## src/rtl/core/pcte_pkg.sv

```systemverilog
// shared types, constants and register codes of the timing event scheduler
package pcte_pkg;

   localparam int LINES_PER_FRAME = 525;
   localparam int VISIBLE_LINES   = 480;
   localparam int PIT_CHANNELS    = 3;

   localparam int LINE_W    = $clog2(LINES_PER_FRAME);
   localparam int TIME_W    = 64;
   localparam int PERIOD_W  = 32;
   localparam int COUNT_W   = 16;
   localparam int SCANLINE_W = 10;
   localparam int AUDIO_W   = 3;
   localparam int STATUS_W  = 4;
   localparam int CSR_IDX_W = 3;

   localparam logic [COUNT_W-1:0]  PIT_STEP        = COUNT_W'(10);
   localparam logic [PERIOD_W-1:0] SAMPLE_DISABLED = '1;
   localparam logic [AUDIO_W-1:0]  AUDIO_ONE       = AUDIO_W'(1);
   localparam logic [AUDIO_W-1:0]  AUDIO_FOUR      = AUDIO_W'(4);

   typedef enum logic [CSR_IDX_W-1:0] {
      REG_SCANLINE_PERIOD = 3'd0,
      REG_IRQ_PERIOD      = 3'd1,
      REG_PIT_PERIOD      = 3'd2,
      REG_SOURCE_PERIOD   = 3'd3,
      REG_BLASTER_PERIOD  = 3'd4,
      REG_SAMPLE_PERIOD   = 3'd5,
      REG_ADLIB_PERIOD    = 3'd6,
      REG_SLOW_SYSTEM     = 3'd7
   } reg_index_type;

   typedef struct packed {
      logic [PERIOD_W-1:0] scanline_period;
      logic [PERIOD_W-1:0] irq_period;
      logic [PERIOD_W-1:0] pit_period;
      logic [PERIOD_W-1:0] source_period;
      logic [PERIOD_W-1:0] blaster_period;
      logic [PERIOD_W-1:0] sample_period;
      logic [PERIOD_W-1:0] adlib_period;
      logic                slow_system;
   } cfg_type;

   // packed msb first, so the first field sits in the highest bits
   typedef struct packed {
      logic [COUNT_W-1:0] pit_reload_2;
      logic [COUNT_W-1:0] pit_reload_1;
      logic [COUNT_W-1:0] pit_reload_0;
      logic [2:0]         pit_active;
      logic [TIME_W-1:0]  now;
   } req_type;

   typedef struct packed {
      logic [COUNT_W-1:0]    pit_count_2;
      logic [COUNT_W-1:0]    pit_count_1;
      logic [COUNT_W-1:0]    pit_count_0;
      logic [SCANLINE_W-1:0] scanline;
      logic [STATUS_W-1:0]   status_3da;
      logic                  adlib_tick;
      logic [AUDIO_W-1:0]    audio_ticks;
      logic                  blaster_tick;
      logic                  source_tick;
      logic                  irq_fire;
   } rsp_type;

   localparam int REQ_W      = $bits(req_type);
   localparam int RSP_W      = $bits(rsp_type);
   localparam int REQ_DATA_W = ((REQ_W + 7) / 8) * 8;
   localparam int RSP_DATA_W = ((RSP_W + 7) / 8) * 8;

endpackage

```

## src/rtl/core/pcte_csr.sv

```systemverilog
// configuration registers of the timing event scheduler
module pcte_csr (
   input  logic                           clock,
   input  logic                           reset,
   input  logic                           wen,
   input  logic [pcte_pkg::CSR_IDX_W-1:0] index,
   input  logic [pcte_pkg::PERIOD_W-1:0]  wdata,
   output pcte_pkg::cfg_type              cfg
);
   import pcte_pkg::*;

   cfg_type cfg_ff;
   cfg_type cfg_in;

   always_comb begin
      cfg_in = cfg_ff;
      if (wen) begin
         unique case (reg_index_type'(index))
            REG_SCANLINE_PERIOD: cfg_in.scanline_period = wdata;
            REG_IRQ_PERIOD:      cfg_in.irq_period      = wdata;
            REG_PIT_PERIOD:      cfg_in.pit_period      = wdata;
            REG_SOURCE_PERIOD:   cfg_in.source_period   = wdata;
            REG_BLASTER_PERIOD:  cfg_in.blaster_period  = wdata;
            REG_SAMPLE_PERIOD:   cfg_in.sample_period   = wdata;
            REG_ADLIB_PERIOD:    cfg_in.adlib_period    = wdata;
            REG_SLOW_SYSTEM:     cfg_in.slow_system     = wdata[0];
            default:             cfg_in = cfg_ff;
         endcase
      end
   end

   always_ff @(posedge clock) begin
      if (reset) begin
         cfg_ff.scanline_period <= PERIOD_W'(31);
         cfg_ff.irq_period      <= PERIOD_W'(54925);
         cfg_ff.pit_period      <= PERIOD_W'(8);
         cfg_ff.source_period   <= PERIOD_W'(125);
         cfg_ff.blaster_period  <= '0;
         cfg_ff.sample_period   <= SAMPLE_DISABLED;
         cfg_ff.adlib_period    <= PERIOD_W'(20);
         cfg_ff.slow_system     <= 1'b0;
      end else begin
         cfg_ff <= cfg_in;
      end
   end

   assign cfg = cfg_ff;

endmodule

```

## src/rtl/core/pcte_due.sv

```systemverilog
// deadline compare: due when now reaches mark plus period, sum taken without wrap
module pcte_due (
   input  logic [pcte_pkg::TIME_W-1:0]   now,
   input  logic [pcte_pkg::TIME_W-1:0]   mark,
   input  logic [pcte_pkg::PERIOD_W-1:0] period,
   output logic                          due,
   output logic [pcte_pkg::TIME_W-1:0]   deadline
);
   import pcte_pkg::*;

   logic [TIME_W:0] sum;

   assign sum      = {1'b0, mark} + {{(TIME_W + 1 - PERIOD_W){1'b0}}, period};
   assign deadline = sum[TIME_W-1:0];
   // a deadline beyond the end of time is never reached
   assign due      = !sum[TIME_W] && (now >= sum[TIME_W-1:0]);

endmodule

```

## src/rtl/core/pcte_core.sv

```systemverilog
// event state: deadline marks, scanline counter and timer channel counts
module pcte_core (
   input  logic              clock,
   input  logic              reset,
   input  logic              step,
   input  pcte_pkg::req_type item,
   input  pcte_pkg::cfg_type cfg,
   output pcte_pkg::rsp_type result
);
   import pcte_pkg::*;

   logic [TIME_W-1:0] line_mark_ff,    line_mark_in;
   logic [TIME_W-1:0] irq_mark_ff,     irq_mark_in;
   logic [TIME_W-1:0] pit_mark_ff,     pit_mark_in;
   logic [TIME_W-1:0] source_mark_ff,  source_mark_in;
   logic [TIME_W-1:0] blaster_mark_ff, blaster_mark_in;
   logic [TIME_W-1:0] audio_mark_ff,   audio_mark_in;
   logic [TIME_W-1:0] adlib_mark_ff,   adlib_mark_in;
   logic [LINE_W-1:0] line_ff,         line_in;
   logic [COUNT_W-1:0] count_ff [PIT_CHANNELS];
   logic [COUNT_W-1:0] count_in [PIT_CHANNELS];

   logic line_due, irq_due, pit_due, source_due, blaster_due, audio_due, adlib_due;
   logic [TIME_W-1:0] line_dl, irq_dl, pit_dl, source_dl, blaster_dl, audio_dl, adlib_dl;

   logic               irq_fire, blaster_fire, audio_fire;
   logic [LINE_W-1:0]  line_wrap;
   logic [COUNT_W-1:0] reload [3];
   logic [COUNT_W-1:0] count_out [3];

   pcte_due u_line_due (.now(item.now), .mark(line_mark_ff), .period(cfg.scanline_period),
                        .due(line_due), .deadline(line_dl));
   pcte_due u_irq_due (.now(item.now), .mark(irq_mark_ff), .period(cfg.irq_period),
                       .due(irq_due), .deadline(irq_dl));
   pcte_due u_pit_due (.now(item.now), .mark(pit_mark_ff), .period(cfg.pit_period),
                       .due(pit_due), .deadline(pit_dl));
   pcte_due u_source_due (.now(item.now), .mark(source_mark_ff), .period(cfg.source_period),
                          .due(source_due), .deadline(source_dl));
   pcte_due u_blaster_due (.now(item.now), .mark(blaster_mark_ff),
                           .period(cfg.blaster_period), .due(blaster_due),
                           .deadline(blaster_dl));
   pcte_due u_audio_due (.now(item.now), .mark(audio_mark_ff), .period(cfg.sample_period),
                         .due(audio_due), .deadline(audio_dl));
   pcte_due u_adlib_due (.now(item.now), .mark(adlib_mark_ff), .period(cfg.adlib_period),
                         .due(adlib_due), .deadline(adlib_dl));

   assign irq_fire     = item.pit_active[0] && irq_due;
   assign blaster_fire = (cfg.blaster_period != '0) && blaster_due;
   assign audio_fire   = (cfg.sample_period != SAMPLE_DISABLED) && audio_due;

   assign line_wrap = (line_ff == LINE_W'(LINES_PER_FRAME - 1)) ? '0 : line_ff + 1'b1;

   always_comb begin
      // restarting sources take now, catching-up sources move one period
      line_mark_in    = line_due     ? item.now   : line_mark_ff;
      irq_mark_in     = irq_fire     ? item.now   : irq_mark_ff;
      pit_mark_in     = pit_due      ? item.now   : pit_mark_ff;
      source_mark_in  = source_due   ? source_dl  : source_mark_ff;
      blaster_mark_in = blaster_fire ? blaster_dl : blaster_mark_ff;
      audio_mark_in   = audio_fire   ? audio_dl   : audio_mark_ff;
      adlib_mark_in   = adlib_due    ? adlib_dl   : adlib_mark_ff;
      line_in         = line_due     ? line_wrap  : line_ff;
   end

   assign reload[0] = item.pit_reload_0;
   assign reload[1] = item.pit_reload_1;
   assign reload[2] = item.pit_reload_2;

   for (genvar ch = 0; ch < 3; ch++) begin : g_pit
      if (ch < PIT_CHANNELS) begin : g_used
         logic [COUNT_W-1:0] base;
         assign base = (count_ff[ch] < PIT_STEP) ? reload[ch] : count_ff[ch];
         assign count_in[ch]  = (pit_due && item.pit_active[ch]) ? base - PIT_STEP
                                                                 : count_ff[ch];
         assign count_out[ch] = count_in[ch];
      end else begin : g_unused
         assign count_out[ch] = '0;
      end
   end

   always_ff @(posedge clock) begin
      if (reset) begin
         line_mark_ff    <= '0;
         irq_mark_ff     <= '0;
         pit_mark_ff     <= '0;
         source_mark_ff  <= '0;
         blaster_mark_ff <= '0;
         audio_mark_ff   <= '0;
         adlib_mark_ff   <= '0;
         line_ff         <= '0;
         for (int ch = 0; ch < PIT_CHANNELS; ch++) begin
            count_ff[ch] <= '0;
         end
      end else if (step) begin
         line_mark_ff    <= line_mark_in;
         irq_mark_ff     <= irq_mark_in;
         pit_mark_ff     <= pit_mark_in;
         source_mark_ff  <= source_mark_in;
         blaster_mark_ff <= blaster_mark_in;
         audio_mark_ff   <= audio_mark_in;
         adlib_mark_ff   <= adlib_mark_in;
         line_ff         <= line_in;
         for (int ch = 0; ch < PIT_CHANNELS; ch++) begin
            count_ff[ch] <= count_in[ch];
         end
      end
   end

   always_comb begin
      result              = '0;
      result.irq_fire     = irq_fire;
      result.source_tick  = source_due;
      result.blaster_tick = blaster_fire;
      result.audio_ticks  = audio_fire ? (cfg.slow_system ? AUDIO_FOUR : AUDIO_ONE) : '0;
      result.adlib_tick   = adlib_due;
      result.scanline     = SCANLINE_W'(line_in);
      // retrace below the visible area, bit 0 follows odd lines
      result.status_3da   = {({1'b0, line_in} >= (LINE_W + 1)'(VISIBLE_LINES)), 2'b00,
                             line_in[0]};
      result.pit_count_0  = count_out[0];
      result.pit_count_1  = count_out[1];
      result.pit_count_2  = count_out[2];
   end

   a_line_moves: assert property (@(posedge clock) disable iff (reset)
      (step && line_due) |=> (line_ff != $past(line_ff)))
      else $error("scanline did not advance on a due scanline event");

   a_state_holds: assert property (@(posedge clock) disable iff (reset)
      !step |=> ($stable(line_ff) && $stable(irq_mark_ff) && $stable(audio_mark_ff)))
      else $error("event state changed without a step");

endmodule

```

## src/rtl/core/pc_timing_event_scheduler.sv

```systemverilog
// top level of the timing event scheduler: stream ports, input and result registers
// path: a request goes into the input register, then its result into the result register;
//   the event logic is combinational between the two registers
// throughput: one transaction per cycle while rsp_tready is high; rsp_tready low holds
//   the result register, and the input register still takes one more request if empty
// reset: synchronous, active high; clears marks, scanline, timer counts and valids,
//   and loads the configuration register defaults
module pc_timing_event_scheduler (
   input  logic         clock,
   input  logic         reset,
   // request channel
   input  logic         req_tvalid,
   output logic         req_tready,
   // now[63:0], pit_active[66:64], pit_reload_0[82:67], pit_reload_1[98:83],
   // pit_reload_2[114:99], zero fill above
   input  logic [119:0] req_tdata,
   // result channel
   output logic         rsp_tvalid,
   input  logic         rsp_tready,
   // irq_fire[0], source_tick[1], blaster_tick[2], audio_ticks[5:3], adlib_tick[6],
   // status_3da[10:7], scanline[20:11], pit_count_0[36:21], pit_count_1[52:37],
   // pit_count_2[68:53], zero fill above
   output logic [71:0]  rsp_tdata,
   // configuration write port
   input  logic         csr_wen,
   input  logic [2:0]   csr_index,
   input  logic [31:0]  csr_wdata
);
   import pcte_pkg::*;

   cfg_type cfg;
   rsp_type result;

   // input register
   logic    in_valid_ff, in_valid_in;
   req_type in_data_ff;

   // result register
   logic    out_valid_ff, out_valid_in;
   rsp_type out_data_ff;

   logic advance;
   logic step;

   pcte_csr u_csr (
      .clock (clock),
      .reset (reset),
      .wen   (csr_wen),
      .index (csr_index),
      .wdata (csr_wdata),
      .cfg   (cfg)
   );

   pcte_core u_core (
      .clock  (clock),
      .reset  (reset),
      .step   (step),
      .item   (in_data_ff),
      .cfg    (cfg),
      .result (result)
   );

   // result register frees up when empty or being drained this cycle
   assign advance    = !out_valid_ff || rsp_tready;
   // the held request is processed as it moves into the result register
   assign step       = in_valid_ff && advance;
   assign req_tready = !in_valid_ff || advance;

   always_comb begin
      in_valid_in  = req_tready ? req_tvalid : in_valid_ff;
      out_valid_in = advance ? in_valid_ff : out_valid_ff;
   end

   always_ff @(posedge clock) begin
      if (reset) begin
         in_valid_ff  <= 1'b0;
         out_valid_ff <= 1'b0;
      end else begin
         in_valid_ff  <= in_valid_in;
         out_valid_ff <= out_valid_in;
      end
   end

   // payload registers, no reset needed
   always_ff @(posedge clock) begin
      if (req_tvalid && req_tready) begin
         in_data_ff <= req_type'(req_tdata[REQ_W-1:0]);
      end
      if (step) begin
         out_data_ff <= result;
      end
   end

   assign rsp_tvalid = out_valid_ff;
   assign rsp_tdata  = {{(RSP_DATA_W - RSP_W){1'b0}}, out_data_ff};

   a_scanline_range: assert property (@(posedge clock) disable iff (reset)
      rsp_tvalid |-> ({1'b0, out_data_ff.scanline} < (SCANLINE_W + 1)'(LINES_PER_FRAME)))
      else $error("scanline out of frame range");

   a_status_match: assert property (@(posedge clock) disable iff (reset)
      rsp_tvalid |-> ((out_data_ff.status_3da[0] == out_data_ff.scanline[0]) &&
                      (out_data_ff.status_3da[3] ==
                       ({1'b0, out_data_ff.scanline} >= (SCANLINE_W + 1)'(VISIBLE_LINES)))))
      else $error("status bits disagree with scanline");

   a_audio_count: assert property (@(posedge clock) disable iff (reset)
      rsp_tvalid |-> ((out_data_ff.audio_ticks == '0) ||
                      (out_data_ff.audio_ticks == AUDIO_ONE) ||
                      (out_data_ff.audio_ticks == AUDIO_FOUR)))
      else $error("illegal audio tick count");

endmodule
```

## config.mk

```make
export PLATFORM = sky130hd
export DESIGN_NAME = pc_timing_event_scheduler
export DESIGN_NICKNAME = d
export VERILOG_FILES = /design/src/rtl/core/pcte_pkg.sv /design/src/rtl/core/pcte_csr.sv /design/src/rtl/core/pcte_due.sv /design/src/rtl/core/pcte_core.sv /design/src/rtl/core/pc_timing_event_scheduler.sv
export SDC_FILE = /design/constraint.sdc
export NUM_CORES = 2
export LEC_CHECK = 0
export BUFFER_PORTS_ARGS = -buffer_cell sky130_fd_sc_hd__buf_2
export CORE_MARGIN = 8
export CORE_UTILIZATION = 50
export DETAILED_ROUTE_END_ITERATION = 16
export PLACE_DENSITY = 0.67
export SYNTH_ARGS = -nofsm -noshare
export SYNTH_HDL_FRONTEND = slang
export SYNTH_SLANG_ARGS = --single-unit
```

## constraint.sdc

```tcl
create_clock -name clock -period 5.9 [get_ports clock]
set_input_delay 0.295 -clock clock [delete_from_list [all_inputs] [get_ports clock]]
set_output_delay 0.295 -clock clock [all_outputs]
set_load 0.05 [all_outputs]
```

==> metrics.txt <==
worst endpoint required time 6380 ps; num ports between 200 and 250; Yosys reg bits 913; gr usage total 27.6%; CTS clk-pin slew, worst paths 60 ps; Post-DP HPWL between 100 and 150 mm; Cells after Synth 7,054; Skew-Pair Late Insertion Delay 750 ps; count leader, synth nand2_1; Top FF cell, synth dfxtp_1; Fin. Hold Viols 0; WHS 68.0 ps; CTS Sinks 913; worst-margin pin slew between 1000 and 1500 ps; DP Cell Count 8,943; outcome finished, final reports clean; Initial Util 50.4%; crit path launch u_core.line_mark_ff[1]; Residual DRC 0; drt initial violations 4,360; # nets final 8,474; Reg area 20,600 µm²; pwr dens about 250 nW/µm²; flop2flop setup slack 70 ps; async set or reset register ratio after synthesis 0%; Mean Syn Cell Area 8.57 µm²; site row count about 130; fill count around 10,000; Final min period 5830 ps; routed via count around 55,000; die extent in x about 360 µm; Levels on crit path 25; post-route antenna net violation count 0; crit path to rsp_tdata[10]; Synth cell types 105; setup slack after layout 73.3 ps; Design Area, Final between 70,000 and 80,000 µm²; final wirelength 192 mm; layout cells sized above 1 between 10% and 20%; CTS tree done; post-route insts no fill ~9,300; Pins Over Slew Limit 0; vias in the first global route 52,850; Tcrit/Tclk final 98.8%; CP max stage delay approximately 400 ps; die area 132,000 µm²; RR Endpoint rsp_tdata[10]; Routed met3 length around 12 mm; Setup WS pre-CTS -540 ps; Via density 5.88; largest net degree at the start of global routing about 160; WP buf/inv 4; Post-synth EDFFs 228; first-pass GRT wire length approximately 290 mm; DP Area approximately 65,000 µm²; area of the multi-input gates 39,000 µm²; fin util 60.0%; PortBufs 222; GP Congestion 0.936; post-synth top area share 22.7%; metal2 WL 88.3 mm; WS Path Type flop to flop; Num CTS Buffers 107; initial antenna violation count 5; highest ir drop seen on vdd roughly 230 µV; RSZ-0062 raised after global routing yes; critical path's top delay family compound AO/OA/AOI/OAI gates; Setup crit end kind flop; YS warnings 0; htree depth 3; FMAX 172 MHz; first drt pass iteration count 6; Die Y 364 µm; CTS root buffer clkbuf_16; Core Region 120,000 µm²; CP startpoint kind flop; Reg-to-Reg Start u_core.line_mark_ff[1]; Wirelength per Cell 20.5 µm; Mapped Area approximately 60,000 µm²; Slew HR 8.67%; area grow syn2layout 19.1%; DRT met1 WL between 80 and 90 mm; synth cell count leaders nand2_1, a21oi_1, dfxtp_1; leakage power 29.3 nW; crit path max-delay cell type or4_4; # setup viols final 0; Synth area leaders dfxtp_1, ha_1, edfxtp_1, nand2_1, a21oi_1; CP Max Fanout 7; sequential element share of the synthesized area roughly 34%; total grt overflow 0; R2R depth 25; largest area contributor in the netlist dfxtp_1; maximum root-to-sink buffer count 3; HP Class input pin to flop; max-cap viol count 0; DR top layer met4; Arr. time, crit path 6300 ps; final setup skew 41.3 ps
==> timing repair <==
action / 4_1_cts / 5_1_grt
resized for setup: 35 / 148
setup endpoints to repair: 328 / 498
hold endpoints to repair: 385 / 0
gates cloned: 0 / 8
pin swaps: 14 / 62
hold buffers: 151 / 0
buffers inserted: 8 / 23
==> flip-flops by register name (all words and copies together) (netlist names) <==
register	cells
in_valid_ff	1
rsp_tvalid	1
u_core.adlib_mark_ff	64
u_core.blaster_mark_ff	64
in_data_ff	115
u_core.line_mark_ff	64
rsp_tdata	65
u_core.pit_mark_ff	64
u_core.audio_mark_ff	64
u_csr.cfg	225
u_core.line_ff	10
u_core.irq_mark_ff	64
u_core.source_mark_ff	64
u_core.count_ff	48
==> worst reg2reg max path, cell delays in order (launching register included) <==
cell	delay [ps]
dfxtp_4	360
ha_4	280
a211oi_4	60
o21ai_1	130
a31o_2	210
nand4_1	140
a32o_2	340
o31a_1	340
o31ai_1	260
buf_4	170
a21o_4	180
buf_12	140
nand4_1	120
xor2_1	160
ha_1	300
nand4_1	120
nor4_1	310
buf_4	170
nand2_2	50
or4_4	410
o211ai_1	250
o31ai_2	130
buf_4	180
or3b_4	380
xnor2_2	150
a41o_1	240
==> final cells by class <==
class | instances | share of cell area [%]
Antenna cell | 3 | 0.0104
Sequential cell | 913 | 28.6
Clock inverter | 61 | 1.10
Inverter | 157 | 0.824
Timing Repair Buffer | 740 | 8.23
Clock buffer | 142 | 4.26
Tap cell | 1612 | 2.80
Multi-Input combinational cell | 5711 | 54.2
==> layer usage <==
layer	global-route usage, %	vias to the layer above
li1	-	26583
met1	35.9	26256
met2	46.4	1710
met3	3.80	384
met4	10.6	0
met5	0	-
==> where the power goes <==
part,switching [W],leakage (nW),internal (W),total (W)
Sequential,0.000235,7.80,0.00668,0.00691
Combinational,0.00229,19.7,0.00165,0.00394
Clock,0.00290,1.87,0.00429,0.00718
Total,0.00543,29.3,0.0126,0.0180
==> worst min-delay path by stage <==
| stage | start | endpoint | slack, ps | cells after the start |
|---|---|---|---|---|
| 3_5_place_dp | u_csr.cfg[4] | u_csr.cfg[4] | 450 | 2 |
| 4_1_cts | csr_wen | u_csr.cfg[0] | 20 | 4 |
| 6_report | csr_wen | u_csr.cfg[0] | 70 | 4 |
| 2_1_floorplan | req_tdata[0] | in_data_ff[0] | 390 | 0 |
| 3_3_place_gp | u_core.blaster_mark_ff[16] | u_core.blaster_mark_ff[16] | 450 | 2 |
| 5_1_grt | csr_wen | u_csr.cfg[0] | 60 | 4 |
==> cells by family after synthesis <==
logic type	after synthesis	share of synthesized area (%)
multiplexers	237	3.98
AND/OR/NAND/NOR	2649	20.8
other	1	0.00621
AO/OA/AOI/OAI	1651	16.9
adder cells (fa/ha/maj)	684	14.2
buffers and inverters	435	3.06
XOR/XNOR	484	7.02
flip-flops	913	34.0
==> cells in the final DEF, fill, tap and decap left out, types with 155 or more instances in the layout <==
cell type | synthesis | layout
a21o_1 | 223 | 222
a21oi_1 | 696 | 686
buf_2 | 44 | 221
buf_4 | 20 | 326
dfxtp_1 | 685 | 677
edfxtp_1 | 228 | 228
ha_1 | 677 | 668
inv_1 | 157 | 155
mux2i_1 | 209 | 205
nand2_1 | 975 | 970
nand3_1 | 243 | 239
nand4_1 | 166 | 166
nor2_1 | 560 | 546
o21ai_0 | 270 | 258
xnor2_1 | 248 | 246
xor2_1 | 236 | 236
==> through the flow <==
stage | TNS (ps) | total power [W]
after global routing | -2230 | 0.0188
after CTS | 0 | 0.0180
after global placement | -58770 | 0.0107
final | 0 | 0.0180
after detailed placement | -67320 | 0.0107
after floorplan | 0 | 0.00939
(Power assumes the default switching activity.)
